==> config.mk <==
export PLATFORM = sky130hd
export DESIGN_NAME = gcl_fixed
export DESIGN_NICKNAME = d
export VERILOG_FILES = /design/src/hdl/gcl_pkg.sv /design/src/hdl/gcl_fixed.sv
export SDC_FILE = /design/constraint.sdc
export NUM_CORES = 1
export LEC_CHECK = 0
export ABC_CLOCK_PERIOD_IN_PS = 22900
export BUFFER_PORTS_ARGS = -buffer_cell sky130_fd_sc_hd__buf_2
export CAP_MARGIN = 20
export CORE_MARGIN = 1.5
export CORE_UTILIZATION = 49
export DETAILED_ROUTE_END_ITERATION = 8
export PLACE_DENSITY = 0.65
export REMOVE_ABC_BUFFERS = 1
export SYNTH_ARGS = -nofsm -noshare
export SYNTH_HDL_FRONTEND = slang
export SYNTH_SLANG_ARGS = --single-unit
==> constraint.sdc <==
create_clock -name vclk -period 22.9
set_input_delay 4.58 -clock vclk [all_inputs]
set_output_delay 4.58 -clock vclk [all_outputs]
set_load 0.005 [all_outputs]
==> src/hdl/gcl_pkg.sv <==
`default_nettype none

package gcl_pkg;

    // Fixed-point configuration
    localparam int FRAC_DIGITS = 4;
    localparam int VALUE_WIDTH = 32;

    // Integer accumulators saturate at 2^ACC_W - 1
    localparam int ACC_W = (VALUE_WIDTH >= 32) ? 31 : VALUE_WIDTH - 1;
    localparam logic [ACC_W-1:0] VALUE_MAX = {ACC_W{1'b1}};

    localparam int RADIX = 10;

    function automatic longint pow10(input int n);
        longint p;
        p = 1;
        for (int i = 0; i < n; i++) begin
            p = p * RADIX;
        end
        return p;
    endfunction

    localparam longint SCALE   = pow10(FRAC_DIGITS);
    localparam int     SCALE_W = $clog2(SCALE + 1);
    localparam int     FRAC_W  = $clog2(SCALE);
    localparam int     CNT_W   = $clog2(FRAC_DIGITS + 1);
    localparam int     MAG_W   = ACC_W + SCALE_W;

    localparam logic [15:0] CMD_MAX = 16'hFFFF;

    // Characters
    localparam logic [7:0] CH_ZERO   = 8'd48;
    localparam logic [7:0] CH_NINE   = 8'd57;
    localparam logic [7:0] CH_DOLLAR = 8'h24;
    localparam logic [7:0] CH_DOT    = 8'h2E;
    localparam logic [7:0] CH_MINUS  = 8'h2D;
    localparam logic [7:0] CH_SPACE  = 8'h20;
    localparam logic [7:0] CH_NL     = 8'h0A;
    localparam logic [7:0] CH_G      = 8'h47;
    localparam logic [7:0] CH_M      = 8'h4D;
    localparam logic [7:0] CH_S      = 8'h53;
    localparam logic [7:0] CH_F      = 8'h46;
    localparam logic [7:0] CH_X      = 8'h58;
    localparam logic [7:0] CH_Y      = 8'h59;
    localparam logic [7:0] CH_Z      = 8'h5A;

    typedef enum logic [2:0] {
        KIND_SPEED = 3'd0,
        KIND_FEED  = 3'd1,
        KIND_GCMD  = 3'd2,
        KIND_MCMD  = 3'd3,
        KIND_ERROR = 3'd4,
        KIND_END   = 3'd5
    } t_kind;

    // Weight of the next fraction digit, given how many were taken already
    function automatic logic [FRAC_W-1:0] frac_weight(input logic [CNT_W-1:0] cnt);
        int e;
        e = FRAC_DIGITS - 1 - int'(cnt);
        if (e < 0) begin
            e = 0;
        end
        return FRAC_W'(pow10(e));
    endfunction

    typedef struct packed {
        logic [ACC_W-1:0]  int_accum;
        logic [FRAC_W-1:0] frac_scaled;
        logic              minus;
    } t_acc;

    typedef struct packed {
        logic [1:0]  cnt;
        t_kind       kind0;
        t_kind       kind1;
        logic [31:0] value0;
        logic [15:0] cmd;
        logic [31:0] pos_x;
        logic [31:0] pos_y;
        logic [31:0] pos_z;
    } t_step;

    typedef struct packed {
        t_kind       kind;
        logic [15:0] cmd;
        logic [31:0] value;
        logic [31:0] pos_x;
        logic [31:0] pos_y;
        logic [31:0] pos_z;
        logic        last;
    } t_result;

endpackage

`default_nettype wire

==> src/hdl/gcl_fixed.sv <==
`default_nettype none

module gcl_fixed
    import gcl_pkg::*;
(
    input  t_acc               i_acc,
    output logic signed [31:0] o_real
);

    logic [MAG_W-1:0] mag;
    logic [ACC_W-1:0] mag_sat;

    always_comb begin
        mag = MAG_W'(i_acc.int_accum) * MAG_W'(SCALE) + MAG_W'(i_acc.frac_scaled);
        if (mag > MAG_W'(VALUE_MAX)) begin
            mag_sat = VALUE_MAX;
        end else begin
            mag_sat = mag[ACC_W-1:0];
        end
        if (i_acc.minus) begin
            o_real = -$signed(32'(mag_sat));
        end else begin
            o_real = $signed(32'(mag_sat));
        end
    end

endmodule

`default_nettype wire

==> flow_summary_export.csv <==
group,metric,value,unit
outcome,outcome,"complete, no violations",
critical_path,critical_path_class,"input port to output port",
place,dp_hpwl,15900,um
worst_hold_path,worstHoldPathCells,4,
sta,tightest_slew,631,ps
sta,min_period,18900,ps
critical_path,end_kind,"output port",
critical_path,crit_buf_inv,9,
detailed_routing,firstDrtPassIters,6,
critical_path,required,18320,ps
layout,drive_gt1_frac,0.0963,
layout,diodes,0,
layout,seqCellArea,0,um2
detailed_routing,viasPerCell,5.49,
yosys,yosysWarnings,0,
floorplan,coreArea,15800,um2
clocking,postCtsSetupBuffers,0,
yosys,synth.largest_area_cell,"fa_1",
worst_hold_path,hold_class,"input port to output port",
critical_path,cp_slowest_cell,"fa_1",
yosys,yosysMostFrequentCell,"inv_1",
critical_path,max_stage_delay,540,ps
sta,clock.fmax,0.0529,GHz
layout,syn_to_final_growth,6.84,%
sta,min_period_over_period,0.825,
yosys,syn_area,7930,um2
grt,track_usage,0.223,
yosys,netlist_top_cells_area,"fa_1 20%, ha_1 20%, inv_1 10%",
yosys,netlist_top_cells_count,"218 x inv_1, 126 x ha_1, 81 x fa_1",
layout,final_net_count,1366,
yosys,synthesis.instances,1058,
clocking,hold_buffers,0,
place,io_buffers,78,
yosys,synth_top_area_share,0.204,
floorplan,die_area,17000,um2
detailed_routing,route.vias.total,7279,
detailed_routing,drcViolationCount,0,
detailed_routing,wirelength,18100,um
sta,hold_viol,0,
critical_path,critPathArrivalTime,14320,ps
yosys,yosysSeqAreaShare,0,
sta,setup_viol,0,
clocking,ctsResizeCount,0,
detailed_routing,antenna_left,0,
sta,slew_headroom,0.576,
floorplan,placementRows,46,
critical_path,start_kind,"input port",
floorplan,dieHeight,130,um
grt,antenna_found_initial,0,
layout,n_sequential_cell,0,
grt,grt_pass1_wl,31500,um
critical_path,critPathTopFamily,"simple AND/OR/NAND/NOR gates",
layout,n_clock_buffer,0,
yosys,avgSynthCellArea,7.50,um2
worst_hold_path,hold_path.startpoint,"i_acc[1]",
grt,first_global_vias,6820,
grt,grt_overflow_total,0,
run,maxCapViolCount,0,
place,place_congestion,0.874,
detailed_routing,routedWlPerCell,13.6,um
critical_path,cp_max_fo,55,
floorplan,start_util,0.501,
critical_path,cp_common_cell,"inv_1",
floorplan,io_pins,78,
grt,grt_max_degree,61,
sta,setup_tns,0,ps
worst_hold_path,hold_end,"o_real[0]",
sta,grt_setup_unrepaired,"false",
floorplan,die_w,130,um
sta,report.final.slew_viol_count,0,
detailed_routing,drtIter0Drc,328,
layout,final.fill_count,1626,
yosys,yosysUniqueCellTypes,81,
worst max-delay path by stage:
stage / cells after the start / start / end / slack (ps)
2_1_floorplan: 36 / i_acc[19] / o_real[26] / 4510
6_report: 39 / i_acc[19] / o_real[26] / 4000
4_1_cts: 39 / i_acc[19] / o_real[26] / 4030
5_1_grt: 39 / i_acc[19] / o_real[26] / 3150
3_3_place_gp: 36 / i_acc[22] / o_real[26] / 4210
3_5_place_dp: 39 / i_acc[19] / o_real[26] / 4060
cells by family after synthesis:
| family | count (synthesis) | share of synthesized area |
|---|---|---|
| AND/OR/NAND/NOR | 295 | 0.195 |
| AO/OA/AOI/OAI | 249 | 0.212 |
| buffers and inverters | 245 | 0.120 |
| adder cells (fa/ha/maj) | 207 | 0.403 |
| XOR/XNOR | 51 | 0.0563 |
| multiplexers | 11 | 0.0142 |
metal layers:
metal / global-route usage / part of all wire / up-vias
met3: 0.00779 / 0.027 / 10
met4: 0.00980 / 0.0055 / 0
li1: - / - / 3741
met5: 0 / 0 / -
met1: 0.283 / 0.45 / 3407
met2: 0.436 / 0.51 / 121
stage by stage:
step                      hold slack [ps]  utilization  setup slack (ps)  instances  cell area, um2
final                                9430        0.536              4000       1327            8480
after global routing                 9460        0.536              3150       1327            8480
after CTS                            9440        0.536              4030       1327            8480
after detailed placement             9440        0.536              4060       1327            8480
after global placement               9440        0.536              4210       1327            8480
after floorplan                      9200            -              4510       1031            7800
cell usage in the layout, fill, tap and decap left out, drive strengths merged, types with 10 or more instances in the layout:
cell type	n
a21oi	72
nor3	27
and3	15
ha	126
o211ai	12
o21a	10
nor2	70
nand2	62
inv	218
nand4	14
nand3	37
buf	80
a211oi	13
o21ai	47
xnor2	32
a21o	29
xor2	19
fa	81
final cells by class:
| type | instances | area (um2) | share of cell area |
|---|---|---|---|
| well taps | 216 | 270 | 0.0319 |
| inverters | 218 | 818 | 0.0965 |
| repair buffers | 80 | 405 | 0.0478 |
| multi-input cells | 813 | 6980 | 0.824 |
Power is not shown: default switching activity piles up to over one toggle a cycle in this logic, so the estimate is an artifact.
