## src/hdl/gcl_pkg.sv

```systemverilog
`default_nettype none

package gcl_pkg;

    // Fixed-point configuration
    localparam int FRAC_DIGITS = 4;
    localparam int VALUE_WIDTH = 32;

    // Integer accumulators saturate at 2^ACC_W - 1
    localparam int ACC_W = (VALUE_WIDTH >= 32) ? 31 : VALUE_WIDTH - 1;
    localparam logic [ACC_W-1:0] VALUE_MAX = {ACC_W{1'b1}};

    localparam int RADIX = 10;

    function automatic longint pow10(input int n);
        longint p;
        p = 1;
        for (int i = 0; i < n; i++) begin
            p = p * RADIX;
        end
        return p;
    endfunction

    localparam longint SCALE   = pow10(FRAC_DIGITS);
    localparam int     SCALE_W = $clog2(SCALE + 1);
    localparam int     FRAC_W  = $clog2(SCALE);
    localparam int     CNT_W   = $clog2(FRAC_DIGITS + 1);
    localparam int     MAG_W   = ACC_W + SCALE_W;

    localparam logic [15:0] CMD_MAX = 16'hFFFF;

    // Characters
    localparam logic [7:0] CH_ZERO   = 8'd48;
    localparam logic [7:0] CH_NINE   = 8'd57;
    localparam logic [7:0] CH_DOLLAR = 8'h24;
    localparam logic [7:0] CH_DOT    = 8'h2E;
    localparam logic [7:0] CH_MINUS  = 8'h2D;
    localparam logic [7:0] CH_SPACE  = 8'h20;
    localparam logic [7:0] CH_NL     = 8'h0A;
    localparam logic [7:0] CH_G      = 8'h47;
    localparam logic [7:0] CH_M      = 8'h4D;
    localparam logic [7:0] CH_S      = 8'h53;
    localparam logic [7:0] CH_F      = 8'h46;
    localparam logic [7:0] CH_X      = 8'h58;
    localparam logic [7:0] CH_Y      = 8'h59;
    localparam logic [7:0] CH_Z      = 8'h5A;

    typedef enum logic [2:0] {
        KIND_SPEED = 3'd0,
        KIND_FEED  = 3'd1,
        KIND_GCMD  = 3'd2,
        KIND_MCMD  = 3'd3,
        KIND_ERROR = 3'd4,
        KIND_END   = 3'd5
    } t_kind;

    // Weight of the next fraction digit, given how many were taken already
    function automatic logic [FRAC_W-1:0] frac_weight(input logic [CNT_W-1:0] cnt);
        int e;
        e = FRAC_DIGITS - 1 - int'(cnt);
        if (e < 0) begin
            e = 0;
        end
        return FRAC_W'(pow10(e));
    endfunction

    typedef struct packed {
        logic [ACC_W-1:0]  int_accum;
        logic [FRAC_W-1:0] frac_scaled;
        logic              minus;
    } t_acc;

    typedef struct packed {
        logic [1:0]  cnt;
        t_kind       kind0;
        t_kind       kind1;
        logic [31:0] value0;
        logic [15:0] cmd;
        logic [31:0] pos_x;
        logic [31:0] pos_y;
        logic [31:0] pos_z;
    } t_step;

    typedef struct packed {
        t_kind       kind;
        logic [15:0] cmd;
        logic [31:0] value;
        logic [31:0] pos_x;
        logic [31:0] pos_y;
        logic [31:0] pos_z;
        logic        last;
    } t_result;

endpackage

`default_nettype wire

```

## src/hdl/gcl_out_q.sv

```systemverilog
`default_nettype none

module gcl_out_q
    import gcl_pkg::*;
(
    input  logic       i_clk,
    input  logic       i_rst_n,
    input  logic [1:0] i_push_n,
    input  t_result    i_e0,
    input  t_result    i_e1,
    output logic [1:0] o_room,
    output logic       o_valid,
    input  logic       i_ready,
    output t_result    o_head
);

    logic [1:0] r_cnt, n_cnt;
    t_result    r_slot [2];
    t_result    n_slot [2];
    logic       pop;
    logic [1:0] keep;

    assign pop     = (r_cnt != 2'd0) && i_ready;
    assign keep    = r_cnt - 2'(pop);
    assign o_room  = 2'd2 - r_cnt;
    assign o_valid = (r_cnt != 2'd0);
    assign o_head  = r_slot[0];
    assign n_cnt   = keep + i_push_n;

    always_comb begin
        // Head slot: shifted entry, else the first new request
        if (keep != 2'd0) begin
            n_slot[0] = pop ? r_slot[1] : r_slot[0];
        end else if (i_push_n != 2'd0) begin
            n_slot[0] = i_e0;
        end else begin
            n_slot[0] = r_slot[0];
        end

        if (keep == 2'd2) begin
            n_slot[1] = r_slot[1];
        end else if (keep == 2'd1) begin
            n_slot[1] = (i_push_n != 2'd0) ? i_e0 : r_slot[1];
        end else begin
            n_slot[1] = (i_push_n == 2'd2) ? i_e1 : r_slot[1];
        end
    end

    always_ff @(posedge i_clk) begin
        if (!i_rst_n) begin
            r_cnt <= '0;
        end else begin
            r_cnt <= n_cnt;
        end
    end

    always_ff @(posedge i_clk) begin
        r_slot[0] <= n_slot[0];
        r_slot[1] <= n_slot[1];
    end

endmodule

`default_nettype wire

```

## config.mk

```make
export PLATFORM = sky130hd
export DESIGN_NAME = gcl_out_q
export DESIGN_NICKNAME = d
export VERILOG_FILES = /design/src/hdl/gcl_pkg.sv /design/src/hdl/gcl_out_q.sv
export SDC_FILE = /design/constraint.sdc
export NUM_CORES = 1
export LEC_CHECK = 0
export ABC_CLOCK_PERIOD_IN_PS = 38000
export BUFFER_PORTS_ARGS = -buffer_cell sky130_fd_sc_hd__clkbuf_2
export CAP_MARGIN = 20
export CORE_AREA = 2 2 177 179
export DETAILED_ROUTE_END_ITERATION = 7
export DIE_AREA = 0 0 179 181
export PLACE_DENSITY = 0.76
export SLEW_MARGIN = 10
export SYNTH_ARGS = -nofsm -noshare
export SYNTH_HDL_FRONTEND = slang
export SYNTH_SLANG_ARGS = --single-unit
```

## constraint.sdc

```tcl
create_clock -name i_clk -period 38 [get_ports i_clk]
set_input_delay 5.7 -clock i_clk [delete_from_list [all_inputs] [get_ports i_clk]]
set_output_delay 5.7 -clock i_clk [all_outputs]
set_load 0.05 [all_outputs]
```

==> results.md <==
* Outcome: completed
* DR vias/cell at 4.917
* Delay of the slowest critical-path stage at 850 ps
* Syn Nets at roughly 1,100
* Yosys top cell by area: edfxtp_1
* CTS Buf Count at 34
* Largest net degree at the start of global routing at 72
* Critical path's most frequent cell: buf_4
* Top Ports at about 450
* Count of cell types in the netlist at 20
* Drt wl/cell at between 15 and 20 um
* Rows at between 60 and 70
* Final nets at 1,417
* CTS tree: built
* Peak Freq at 113.0 MHz
* Critical path, cell by cell: clkbuf_2 -> nor2b_1 -> ha_1 -> xnor2_2 -> a21oi_1 -> o21ai_4 -> buf_4 -> buf_4
* Post-DP HPWL at approximately 22,000 um
* Worst hold stages at 1
* Critical path's slowest cell: buf_4
* Clk Latency, worst-skew pair at 490 ps
* Synthesized area at approximately 0.014 mm^2
* Crit path DAT at about 9000 ps
* Clock transition at the registers of the reported paths at ~60 ps
* Port bufs at ~450
* CP Class: input pin to register
* Relative slew margins at a little under a third
* Total GRT Usage at 17.97%
* Crit-path max FO at 70
* HP Class: register to register
* Synth top area cells: edfxtp_1, mux2_2, mux2_4
* Tmin final at between 8000 and 9000 ps
* CORE AREA at 0.03035 mm^2
* R2r worst-path depth at 9
* Final wirelength at about 30,000 um
* Pre-CTS setup slack at between 20,000 and 30,000 ps
* Cell count after synthesis at 799
* Cts hold-fix bufs at 0
* Antenna-violating nets left at 0
* First-pass GRT wire length at between 40,000 and 50,000 um
* RSZ-0062 raised after global routing: false
* Initial DRC count at between 400 and 500
* Placed Cells at 1,472
* Finished Layout Cells at approximately 1,500
* Antenna Cells at 0
* Drc violations at 0
* Final setup fails at 0
* Sequential-to-total area share from yosys stat at approximately 63%
* Final Hold Viols at 0
* Initial antenna violation count at 1
* Fill cell count at approximately 2,400
* H-tree depth at 2
* Die Ht at around 180 um
* CP required at about 38,000 ps
* Die Width at ~180 um
* Root Buffer: clkbuf_16
* Setup bufs post-CTS at 0
* Max-cap violations at 0
* Crit start category: input pin
* Number of synthesized register bits at between 200 and 300
* Post-synth top area share at between 60% and 70%
* Setup Skew at ~6.6 ps
* Final WS setup at between 20,000 and 30,000 ps
* Slew Limit Fails at 0
* Tcrit/Tclk final at a little under a quarter
* # clock sinks at 298
* Post_cts resized at 0
* Clock tree buffer depth at 3
* TNS Setup at 0 ps
* Setup crit end kind: register
* Total gr overflow at 0
* Gp weighted congestion at between 0.8 and 0.9
* Mapped Avg Cell Area at between 15 and 20 um^2
* Initial Util at between 40% and 50%
* Worst Max-Slew Pin Slew at 1035 ps
* Vias post-DR at approximately 7,500
* P&R area growth vs syn at 17.76%
* Layout cells sized above 1 at 70.71%
* 1st-pass router iterations at 4
* Die area at ~0.032 mm^2
* Vias in the first global route at between 7,000 and 8,000
* YS warnings at 0
-- worst max-delay path, delay by kind of cell --
kind / cells / cell delay, ps
buffers and inverters: 3 / 1690
and+or+nand+nor: 1 / 140
AOI/OAI and AO/OA: 2 / 620
xor gates and xnor gates: 1 / 430
adders and majority gates: 1 / 210
-- cells by family after synthesis --
| group | share of synthesized area, % |
|---|---|
| buffers and inverters | 9.908 |
| muxes | 26.18 |
| and+or+nand+nor | 0.3000 |
| AOI/OAI and AO/OA | 0.1500 |
| adders and majority gates | 0.2647 |
| DFF | 62.96 |
| xor gates and xnor gates | 0.2383 |
-- state kept, by name, indices dropped and copies added (netlist names) --
name and count:
r_slot 296, r_cnt 2
-- worst paths after layout --
path / startpoint / end / slack (ps)
max: i_ready / r_slot[0][279] / 29150
min: r_slot[0][157] / r_slot[0][9] / 540
max reg2reg: r_cnt[0] / r_slot[0][279] / 33920
min reg2reg: r_slot[0][157] / r_slot[0][9] / 540
-- stage by stage --
step,instance area [um^2],hold slack (ps),util (%)
detailed placement,15640,530.5,51.55
floorplan,14180,523.1,-
global route,16700,550.6,55.03
global placement,15640,526.3,51.55
CTS,16670,545.8,54.93
finish,16700,543.2,55.03
-- cells in the final DEF, fill, tap and decap left out, drive strengths merged --
master | synthesis | final
a31oi | 1 | 1
mux2 | 296 | 296
xnor2 | 2 | 2
and2 | 3 | 3
inv | 5 | 5
edfxtp | 296 | 296
clkinv | 0 | 12
nor2b | 2 | 2
nor2 | 1 | 1
clkbuf | 0 | 497
ha | 3 | 3
nand2 | 2 | 2
clkinvlp | 0 | 2
buf | 182 | 9
xor2 | 1 | 1
dfxtp | 2 | 2
a21oi | 2 | 2
o21ai | 1 | 1
-- per-layer routing --
metal | vias up | GRT usage (%) | routed length, um
met5 | - | 0 | 11
met2 | 325 | 31.15 | 15360
met3 | 69 | 5.408 | 2621
met1 | 3645 | 20.55 | 11410
li1 | 3497 | - | -
met4 | 2 | 7.252 | 1095
-- synth_stat cells (all sizes together) --
master and count:
edfxtp 296, a31oi 1, ha 3, buf 182, xnor2 2, nor2 1
a21oi 2, xor2 1, dfxtp 2, mux2 296, nor2b 2, o21ai 1
inv 5, and2 3, nand2 2
-- layout make-up --
cell class                 instances  area (um^2)  share of cell area (%)
clock inverter                    14        68.82                  0.4121
multi-input combinational        314         3884                   23.26
sequential                       298         8929                   53.47
tap                              396        495.5                   2.967
clock buffer                      46        959.7                   5.747
timing repair buffer             460         2345                   14.04
inverter                           5        18.77                  0.1124
Power is not shown: default switching activity piles up to over one toggle a cycle in this logic, so the estimate is an artifact.
